File: config.mk
export PLATFORM = sky130hd
export DESIGN_NAME = bitmap_gap_allocator
export DESIGN_NICKNAME = d
export VERILOG_FILES = /design/src/hw/rtl/bga_pkg.sv /design/src/hw/rtl/bga_ram.sv /design/src/hw/rtl/bitmap_gap_allocator.sv
export VERILOG_INCLUDE_DIRS = /design/src /design/src/hw/rtl
export SDC_FILE = /design/constraint.sdc
export NUM_CORES = 2
export LEC_CHECK = 0
export ABC_AREA = 1
export BUFFER_PORTS_ARGS = -buffer_cell sky130_fd_sc_hd__buf_2
export CELL_PAD_IN_SITES_DETAIL_PLACEMENT = 2
export CELL_PAD_IN_SITES_GLOBAL_PLACEMENT = 2
export CORE_ASPECT_RATIO = 0.6
export CORE_MARGIN = 2
export CORE_UTILIZATION = 30
export DETAILED_ROUTE_END_ITERATION = 10
export GPL_ROUTABILITY_DRIVEN = 1
export HOLD_SLACK_MARGIN = 0.06
export MAX_ROUTING_LAYER = met4
export PLACE_DENSITY = 0.6
export SYNTH_ARGS = -nofsm -noshare
export SYNTH_HDL_FRONTEND = slang
export SYNTH_SLANG_ARGS = --single-unit
File: constraint.sdc
create_clock -name clk -period 10.7 [get_ports clk]
set_input_delay 1.605 -clock clk [delete_from_list [all_inputs] [get_ports clk]]
set_output_delay 1.605 -clock clk [all_outputs]
set_load 0.01 [all_outputs]
File: src/hw/rtl/bitmap_gap_allocator_assert.svh
// Assertion macros shared by the RTL. The clock is clk and the reset is rst_n.
`ifndef BITMAP_GAP_ALLOCATOR_ASSERT_SVH
`define BITMAP_GAP_ALLOCATOR_ASSERT_SVH

// The consequent must hold in the same cycle as the antecedent.
`define BGA_ASSERT_IMPLY(lbl, ante, cons, msg) \
  lbl: assert property (@(posedge clk) disable iff (!rst_n) (ante) |-> (cons)) \
    else $error(msg);

// The consequent must hold in the cycle after the antecedent.
`define BGA_ASSERT_NEXT(lbl, ante, cons, msg) \
  lbl: assert property (@(posedge clk) disable iff (!rst_n) (ante) |=> (cons)) \
    else $error(msg);

`endif

File: src/hw/rtl/bga_pkg.sv
package bga_pkg;

  localparam int MAP_BITS_DEF = 1024;

  localparam int ACTION_W = 2;
  localparam int OFFSET_W = 10;
  localparam int COUNT_W  = 11;
  localparam int START_W  = 10;
  localparam int MAPB_W   = 8;

  localparam int CFG_DATA_W = 32;
  localparam int CFG_ADDR_W = 3;

  localparam int BIT_W  = 11;
  localparam int BYTE_W = 8;

  typedef logic [BIT_W-1:0]  bit_idx_t;
  typedef logic [BYTE_W-1:0] byte_idx_t;

  localparam logic [ACTION_W-1:0] ACT_FIND   = 2'd0;
  localparam logic [ACTION_W-1:0] ACT_MARK   = 2'd1;
  localparam logic [ACTION_W-1:0] ACT_UNMARK = 2'd2;

  localparam logic REG_MAP_BYTES = 1'b0;

  localparam logic [MAPB_W-1:0] MAP_BYTES_RST = 8'd128;

endpackage

File: src/hw/rtl/bga_ram.sv
module bga_ram #(
  parameter int WIDTH = 8,
  parameter int DEPTH = 128,
  parameter int AW    = (DEPTH > 1) ? $clog2(DEPTH) : 1
) (
  input  logic             clk,
  input  logic             wr_en,
  input  logic [AW-1:0]    wr_addr,
  input  logic [WIDTH-1:0] wr_data,
  input  logic             rd_en,
  input  logic [AW-1:0]    rd_addr,
  output logic [WIDTH-1:0] rd_data
);

  logic [WIDTH-1:0] mem_r [DEPTH];
  logic [WIDTH-1:0] rd_data_r;

  always_ff @(posedge clk) begin
    if (wr_en) begin
      mem_r[wr_addr] <= wr_data;
    end
    if (rd_en) begin
      rd_data_r <= mem_r[rd_addr];
    end
  end

  assign rd_data = rd_data_r;

endmodule

File: src/hw/rtl/bitmap_gap_allocator.sv
// Channel  Direction  Beat                              Handshake
// in       input      action, offset, count             in_valid / in_stall
// out      output     found, gap_start                  out_valid / out_stall
// cfg      input      map_bytes_in_use at address 0     APB, pready always high
//
// The map sits in a byte-wide RAM that is read one byte per cycle.
// A find reads the map bytes in order, up to the first fit or the last byte in use.
// A mark or unmark reads, changes and writes back each byte that the range touches.
// A beat that reads no byte goes from idle straight to the done state.
// After reset a clearing pass zeroes all (MAP_BITS+7)/8 map bytes and holds in_stall high.
// A finished result waits in the output register while the next beat is taken.
module bitmap_gap_allocator #(
  parameter int MAP_BITS = bga_pkg::MAP_BITS_DEF
) (
  input  logic                            clk,
  input  logic                            rst_n,
  input  logic                            in_valid,
  output logic                            in_stall,
  input  logic [bga_pkg::ACTION_W-1:0]    in_action,
  input  logic [bga_pkg::OFFSET_W-1:0]    in_offset,
  input  logic [bga_pkg::COUNT_W-1:0]     in_count,
  output logic                            out_valid,
  input  logic                            out_stall,
  output logic                            out_found,
  output logic [bga_pkg::START_W-1:0]     out_gap_start,
  input  logic                            cfg_psel,
  input  logic                            cfg_penable,
  input  logic                            cfg_pwrite,
  input  logic [bga_pkg::CFG_ADDR_W-1:0]  cfg_paddr,
  input  logic [bga_pkg::CFG_DATA_W-1:0]  cfg_pwdata,
  output logic [bga_pkg::CFG_DATA_W-1:0]  cfg_prdata,
  output logic                            cfg_pready
);

  import bga_pkg::*;

  localparam int MapBytes    = (MAP_BITS + 7) / 8;
  localparam int AddrW       = (MapBytes > 1) ? $clog2(MapBytes) : 1;
  localparam int BitCapInt   = (MAP_BITS > (2**BIT_W - 1)) ? (2**BIT_W - 1) : MAP_BITS;
  localparam int BytesCapInt = (MapBytes > (2**MAPB_W - 1)) ? (2**MAPB_W - 1) : MapBytes;
  localparam logic [BIT_W:0]      BitCap   = (BIT_W+1)'(BitCapInt);
  localparam logic [MAPB_W-1:0]   BytesCap = MAPB_W'(BytesCapInt);
  localparam logic [AddrW-1:0]    ClrLast  = AddrW'(MapBytes - 1);

  localparam logic [1:0] ST_CLEAR = 2'd0;
  localparam logic [1:0] ST_IDLE  = 2'd1;
  localparam logic [1:0] ST_WALK  = 2'd2;
  localparam logic [1:0] ST_DONE  = 2'd3;

  logic [1:0]         state_r, state_nxt;
  logic [AddrW-1:0]   clr_idx_r, clr_idx_nxt;
  logic [MAPB_W-1:0]  map_bytes_r;
  logic [ACTION_W-1:0] act_r, act_nxt;
  logic [COUNT_W-1:0] count_r, count_nxt;
  bit_idx_t           lo_r, lo_nxt;
  bit_idx_t           hi_r, hi_nxt;
  byte_idx_t          rd_idx_r, rd_idx_nxt;
  byte_idx_t          last_idx_r, last_idx_nxt;
  logic               rd_more_r, rd_more_nxt;
  logic               pipe_vld_r, pipe_vld_nxt;
  byte_idx_t          pipe_idx_r, pipe_idx_nxt;
  logic [COUNT_W-1:0] run_r, run_nxt;
  logic               res_found_r, res_found_nxt;
  logic [START_W-1:0] res_start_r, res_start_nxt;
  logic               out_valid_r, out_valid_nxt;
  logic               out_found_r, out_found_nxt;
  logic [START_W-1:0] out_gap_start_r, out_gap_start_nxt;

  logic               ram_we;
  logic [AddrW-1:0]   ram_waddr;
  logic [7:0]         ram_wdata;
  logic               ram_re;
  logic [7:0]         ram_rdata;

  logic [7:0]         in_rng;
  logic [COUNT_W-1:0] run_v;
  logic               hit;
  bit_idx_t           hit_start;

  logic [BIT_W:0]     mark_sum;
  bit_idx_t           mark_hi;
  bit_idx_t           mark_hi_m1;
  logic [MAPB_W-1:0]  find_bytes;
  logic [BIT_W:0]     find_lim;
  bit_idx_t           find_hi;
  bit_idx_t           find_hi_m1;
  logic               cfg_wr;
  logic               out_load;

  bga_ram #(
    .WIDTH (8),
    .DEPTH (MapBytes),
    .AW    (AddrW)
  ) u_map_ram (
    .clk     (clk),
    .wr_en   (ram_we),
    .wr_addr (ram_waddr),
    .wr_data (ram_wdata),
    .rd_en   (ram_re),
    .rd_addr (AddrW'(rd_idx_r)),
    .rd_data (ram_rdata)
  );

  assign cfg_pready = 1'b1;
  assign cfg_wr     = cfg_psel && cfg_penable && cfg_pwrite;

  always_comb begin
    unique case (cfg_paddr[2])
      REG_MAP_BYTES: cfg_prdata = CFG_DATA_W'(map_bytes_r);
      default:       cfg_prdata = '0;
    endcase
  end

  always_ff @(posedge clk) begin
    if (!rst_n) begin
      map_bytes_r <= MAP_BYTES_RST;
    end else if (cfg_wr && (cfg_paddr[2] == REG_MAP_BYTES)) begin
      map_bytes_r <= cfg_pwdata[MAPB_W-1:0];
    end
  end

  // Range bounds for a new beat.
  always_comb begin
    mark_sum   = (BIT_W+1)'(in_offset) + (BIT_W+1)'(in_count);
    mark_hi    = (mark_sum > BitCap) ? BitCap[BIT_W-1:0] : mark_sum[BIT_W-1:0];
    mark_hi_m1 = mark_hi - 1'b1;
    find_bytes = (map_bytes_r > BytesCap) ? BytesCap : map_bytes_r;
    find_lim   = {1'b0, find_bytes, 3'b000};
    find_hi    = (find_lim > BitCap) ? BitCap[BIT_W-1:0] : find_lim[BIT_W-1:0];
    find_hi_m1 = find_hi - 1'b1;
  end

  // Evaluation of the byte that the RAM returns this cycle.
  always_comb begin
    bit_idx_t bit_b;
    run_v     = run_r;
    hit       = 1'b0;
    hit_start = '0;
    in_rng    = '0;
    for (int j = 0; j < 8; j++) begin
      bit_b     = {pipe_idx_r, 3'(j)};
      in_rng[j] = (bit_b >= lo_r) && (bit_b < hi_r);
      if (!hit) begin
        if (ram_rdata[j] || !in_rng[j]) begin
          run_v = '0;
        end else begin
          run_v = run_v + 1'b1;
          if (run_v == count_r) begin
            hit       = 1'b1;
            hit_start = bit_b + 1'b1 - count_r;
          end
        end
      end
    end
  end

  assign out_load = (state_r == ST_DONE) && (!out_valid_r || !out_stall);

  always_comb begin
    state_nxt         = state_r;
    clr_idx_nxt       = clr_idx_r;
    act_nxt           = act_r;
    count_nxt         = count_r;
    lo_nxt            = lo_r;
    hi_nxt            = hi_r;
    rd_idx_nxt        = rd_idx_r;
    last_idx_nxt      = last_idx_r;
    rd_more_nxt       = rd_more_r;
    pipe_vld_nxt      = 1'b0;
    pipe_idx_nxt      = pipe_idx_r;
    run_nxt           = run_r;
    res_found_nxt     = res_found_r;
    res_start_nxt     = res_start_r;
    out_valid_nxt     = out_valid_r && out_stall;
    out_found_nxt     = out_found_r;
    out_gap_start_nxt = out_gap_start_r;
    ram_we            = 1'b0;
    ram_waddr         = AddrW'(pipe_idx_r);
    ram_wdata         = '0;
    ram_re            = 1'b0;

    unique case (state_r)
      ST_CLEAR: begin
        ram_we      = 1'b1;
        ram_waddr   = clr_idx_r;
        clr_idx_nxt = clr_idx_r + 1'b1;
        if (clr_idx_r == ClrLast) begin
          state_nxt = ST_IDLE;
        end
      end
      ST_IDLE: begin
        if (in_valid) begin
          act_nxt       = in_action;
          count_nxt     = in_count;
          run_nxt       = '0;
          res_found_nxt = 1'b0;
          res_start_nxt = '0;
          rd_more_nxt   = 1'b1;
          state_nxt     = ST_DONE;
          case (in_action) inside
            ACT_FIND: begin
              lo_nxt       = '0;
              hi_nxt       = find_hi;
              rd_idx_nxt   = '0;
              last_idx_nxt = find_hi_m1[BIT_W-1:3];
              if (find_bytes == '0) begin
                res_found_nxt = 1'b0;
              end else if (in_count == '0) begin
                res_found_nxt = 1'b1;
              end else begin
                state_nxt = ST_WALK;
              end
            end
            ACT_MARK, ACT_UNMARK: begin
              lo_nxt       = bit_idx_t'(in_offset);
              hi_nxt       = mark_hi;
              rd_idx_nxt   = byte_idx_t'(in_offset[OFFSET_W-1:3]);
              last_idx_nxt = mark_hi_m1[BIT_W-1:3];
              if (mark_hi > bit_idx_t'(in_offset)) begin
                state_nxt = ST_WALK;
              end
            end
            default: state_nxt = ST_DONE;
          endcase
        end
      end
      ST_WALK: begin
        ram_re = rd_more_r;
        if (rd_more_r) begin
          rd_idx_nxt   = rd_idx_r + 1'b1;
          rd_more_nxt  = (rd_idx_r != last_idx_r);
          pipe_vld_nxt = 1'b1;
          pipe_idx_nxt = rd_idx_r;
        end
        if (pipe_vld_r) begin
          if (act_r == ACT_FIND) begin
            run_nxt = run_v;
            if (hit) begin
              res_found_nxt = 1'b1;
              res_start_nxt = hit_start[START_W-1:0];
            end
            if (hit || (pipe_idx_r == last_idx_r)) begin
              state_nxt    = ST_DONE;
              rd_more_nxt  = 1'b0;
              pipe_vld_nxt = 1'b0;
            end
          end else begin
            ram_we    = 1'b1;
            ram_wdata = (act_r == ACT_MARK) ? (ram_rdata | in_rng) : (ram_rdata & ~in_rng);
            if (pipe_idx_r == last_idx_r) begin
              state_nxt    = ST_DONE;
              rd_more_nxt  = 1'b0;
              pipe_vld_nxt = 1'b0;
            end
          end
        end
      end
      ST_DONE: begin
        if (out_load) begin
          out_valid_nxt     = 1'b1;
          out_found_nxt     = res_found_r;
          out_gap_start_nxt = res_start_r;
          state_nxt         = ST_IDLE;
        end
      end
      default: state_nxt = ST_IDLE;
    endcase
  end

  always_ff @(posedge clk) begin
    if (!rst_n) begin
      state_r     <= ST_CLEAR;
      clr_idx_r   <= '0;
      rd_more_r   <= 1'b0;
      pipe_vld_r  <= 1'b0;
      out_valid_r <= 1'b0;
    end else begin
      state_r     <= state_nxt;
      clr_idx_r   <= clr_idx_nxt;
      rd_more_r   <= rd_more_nxt;
      pipe_vld_r  <= pipe_vld_nxt;
      out_valid_r <= out_valid_nxt;
    end
  end

  always_ff @(posedge clk) begin
    act_r           <= act_nxt;
    count_r         <= count_nxt;
    lo_r            <= lo_nxt;
    hi_r            <= hi_nxt;
    rd_idx_r        <= rd_idx_nxt;
    last_idx_r      <= last_idx_nxt;
    pipe_idx_r      <= pipe_idx_nxt;
    run_r           <= run_nxt;
    res_found_r     <= res_found_nxt;
    res_start_r     <= res_start_nxt;
    out_found_r     <= out_found_nxt;
    out_gap_start_r <= out_gap_start_nxt;
  end

  assign in_stall      = (state_r != ST_IDLE);
  assign out_valid     = out_valid_r;
  assign out_found     = out_found_r;
  assign out_gap_start = out_gap_start_r;

`include "bitmap_gap_allocator_assert.svh"

  `BGA_ASSERT_NEXT(a_done_loads_out, out_load, out_valid_r, "result not presented after done")
  `BGA_ASSERT_IMPLY(a_rose_from_done, $rose(out_valid_r), $past(state_r) == ST_DONE, "result without done")
  `BGA_ASSERT_IMPLY(a_pipe_in_range, pipe_vld_r, pipe_idx_r <= last_idx_r, "byte past range end")
  `BGA_ASSERT_IMPLY(a_find_no_write, (state_r == ST_WALK) && ram_we, act_r != ACT_FIND, "find wrote the map")

endmodule
==> flow_summary.yaml <==
yosys:
  post-synth-top-area-cell: "sky130_fd_sc_hd__edfxtp_1"
  synth_fa_ha_area_share_pct: 1.902
  async_reset_ff_share_pct: 0
  synth-seq-cells: 1143
  syn-instance-count: 5552
  netlist.area_leader.share_pct: 60.18
  synth_top_family_by_area: "simple AND/OR/NAND/NOR gates"
  simple_logic_cell_fraction_of_the_synthesized_area_pct: 18.11
  synth_enable_flop_cells: 1123
  yosys.area_share.xor_xnor_pct: 1.661
  synth-seq-area-share_pct: 60.90
  synth_compound_gate_area_share_pct: 12.69
  syn-mean-instance-area_sq_um: 10.09
  ys_warn_count: 0
  yosys-mux-area-fraction_pct: 0
  synth_cell_types: 64
  ys.flop_type: "sky130_fd_sc_hd__edfxtp_1"
  mapped_area_sq_mm: 0.05603
  synth_top_cells_by_count: "sky130_fd_sc_hd__edfxtp_1, sky130_fd_sc_hd__nor2_1, sky130_fd_sc_hd__nand2_1"
  post_synth_main_area_contributors: "sky130_fd_sc_hd__edfxtp_1, sky130_fd_sc_hd__nor2_1, sky130_fd_sc_hd__o21ai_0, sky130_fd_sc_hd__nand2_1, sky130_fd_sc_hd__nand3_1"
  synth_most_common_cell: "sky130_fd_sc_hd__edfxtp_1"
sta:
  period_share_pct: 94.44
  hold_viol_final: 0
  final-max-slew-violation-count: 0
  worst-slew-pin-transition_ns: 1.146
  headroom_to_the_max_slew_limit_pct: 23.11
  setup-violations-final: 0
  maxClockFrequency_ghz: 0.09896
  final_critical_period_ns: 10.10
  timing.hold.ws_ns: 0.4240
  finClkSkew_ns: 0.09291
  rsz_0062_raised_after_global_routing: "no"
placed_design:
  dp_hpwl_um: 148500
  buffer_ports.inserted: 59
  detailed_place.area_sq_mm: 0.05927
  routability_driven_placement_congestion_ratio: 0.8577
clock_network:
  cts_htree_levels: 3
  clockBufferDepth: 3
  cts_hold_buffers: 0
  tritoncts.num_buffers: 113
  clkSlewWorstSetupHoldPaths_ns: 0.06
  worst_skew_pair.late_latency_ns: 0.78
  cts_root_buffer: "sky130_fd_sc_hd__clkbuf_16"
  tritoncts_clock_tree: "done"
  clock_sink_count: 1143
cells_and_area:
  nNetsFinal: 5727
  layout-area-overhead-vs-synth_pct: 13.19
  post_route_cells_drive_above_1_share_pct: 10.73
  layout.filler_cells: 20000
  stdcell_area_sq_mm: 0.06342
die:
  die_height_um: 338.8
  initial_utilization_pct: 30.29
  fp.coreArea_sq_mm: 0.1850
  design.portCount: 111
  dieArea_sq_mm: 0.1904
  fp-row-count: 122
  dieWidth_um: 561.9
global_routing:
  grt_overflow: 0
  grt_start_max_net_pins: 168
  grt_antenna_before_repair: 11
  first_global_vias: 44660
  total_global_routing_track_utilization_pct: 23.54
  grt_pass1_wl_um: 322500
routing:
  remaining_drc_errors: 0
  viasPerCell: 5.350
  wl_per_cell_um: 27.20
  routed_via_count: 43670
  routed_wl_um: 222000
  detail-route-antenna-nets: 0
  initialDrtViolationCount: 3837
  drt-pass1-iter-count: 5
worst_setup_path:
  worstSetupPathType: "register to register"
  critPathMostFrequentCell: "sky130_fd_sc_hd__nand2_1"
  critical_path.max_stage_delay_ns: 0.79
  critical_path_required_ns: 11.09
  critical-path-slowest-cell: "sky130_fd_sc_hd__a21oi_1"
  cp.arrival_ns: 10.50
  end_kind: "register"
  worst-path-max-fanout: 9
  crit_path_start_kind: "register"
status:
  run_status: "complete, no violations"
power_and_ir_drop:
  leakage_nw: 21.34
  vdd_ir_drop_max_uv: 130.2
  power.density_mw_per_mm2: 181.8
worst_hold_path:
  hold_path.class: "register to register"
run:
  timing.max_cap.violations: 0
[what timing repair did]
action	in CTS	in global routing
gates resized for setup	4	53
cloned	0	1
buffers inserted	2	18
pin swaps	0	10
hold endpoints to repair	0	0
setup endpoints to repair	14	28
[critical path, delay by kind of cell (launching register included)]
| family | cells | cell delay [ns] |
|---|---|---|
| flops | 1 | 0.43 |
| buf+inv | 7 | 0.99 |
| fa+ha+maj | 3 | 0.75 |
| compound gates | 3 | 1.32 |
| simple gates | 47 | 6.16 |
[kinds of logic (layout without fill, tap and decap cells)]
logic type               Yosys count  after routing
AO/OA/AOI/OAI                   1231           1231
XOR/XNOR                         102            102
adder cells (fa/ha/maj)           81             81
buffers and inverters            667            769
flip-flops                      1143           1143
other                              2             30
AND/OR/NAND/NOR                 2326           2326
[per-layer routing]
| metal | wire (um) | global-route usage, % |
|---|---|---|
| met1 | 120700 | 38.39 |
| met2 | 86930 | 30.85 |
| met3 | 11540 | 2.884 |
| met4 | 2870 | 3.253 |
| met5 | 0 | - |
[state kept, by name, summed over array words and instances (netlist names)]
register / cells
rd_idx_r: 8
state_r: 2
act_r: 2
map_bytes_r: 8
last_idx_r: 8
out_valid: 1
res_start_r: 10
count_r: 11
clr_idx_r: 7
pipe_vld_r: 1
out_found: 1
run_r: 11
pipe_idx_r: 8
lo_r: 10
res_found_r: 1
u_map_ram.rd_data: 8
out_gap_start: 10
u_map_ram.mem_r: 1024
rd_more_r: 1
hi_r: 11
[path summary, 6_finish.rpt]
check	from	endpoint	slack (ns)	depth (start not counted)
min reg2reg	res_start_r[2]	out_gap_start[2]	0.42	0
min	res_start_r[2]	out_gap_start[2]	0.42	0
max	pipe_idx_r[3]	res_start_r[0]	0.60	60
max reg2reg	pipe_idx_r[3]	res_start_r[0]	0.60	60
[placed cells by master (no fill, tap or decap), drive strengths merged, types with 8 or more instances in the layout]
cell	synthesis	layout
a2111oi	9	9
a211oi	10	10
a21oi	128	128
a31oi	10	10
buf	48	190
bufinv	0	13
clkbuf	251	135
clkinv	8	58
conb	2	25
dfxtp	20	20
edfxtp	1123	1123
ha	74	74
inv	360	366
nand2	819	819
nand3	327	327
nand3b	11	11
nand4	56	56
nor2	1059	1059
nor3	35	35
o211ai	24	24
o21ai	712	712
o21bai	9	9
o221ai	96	96
o22ai	201	201
o32ai	8	8
or2	9	9
xnor2	23	23
xor2	78	78
[area by class of cell]
cell class                      count  area, sq um  area share (%)
Timing Repair Buffer              190         1368           2.156
Clock buffer                      135         2910           4.589
Sequential cell                  1143        34120           53.80
Clock inverter                     76        819.5           1.292
Multi-Input combinational cell   3765        19690           31.04
Inverter                          368         1399           2.206
Tap cell                         2480         3103           4.892
Antenna cell                        5        12.51         0.01973
[per-stage QoR]
step / cells / util [%] / worst slack [ns] / power (mW) / TNS (ns)
after detailed placement: 7925 / 32.03 / -0.03815 / 7.438 / -0.3948
after floorplan: 5575 / - / 2.361 / 6.412 / 0
after global placement: 7925 / 32.03 / 0.3384 / 7.381 / 0
after global routing: 8159 / 34.28 / 0.01794 / 11.97 / 0
final: 8162 / 34.28 / 0.5952 / 11.53 / 0
after CTS: 8138 / 34.07 / 0.08076 / 11.59 / 0
[report_power, final]
group          switching (mW)  internal (mW)  leakage, nW
Combinational            1.75          0.487         9.80
Sequential             0.0713           5.07         9.76
Clock                    1.89           2.27         1.79
(Power assumes the default switching activity.)
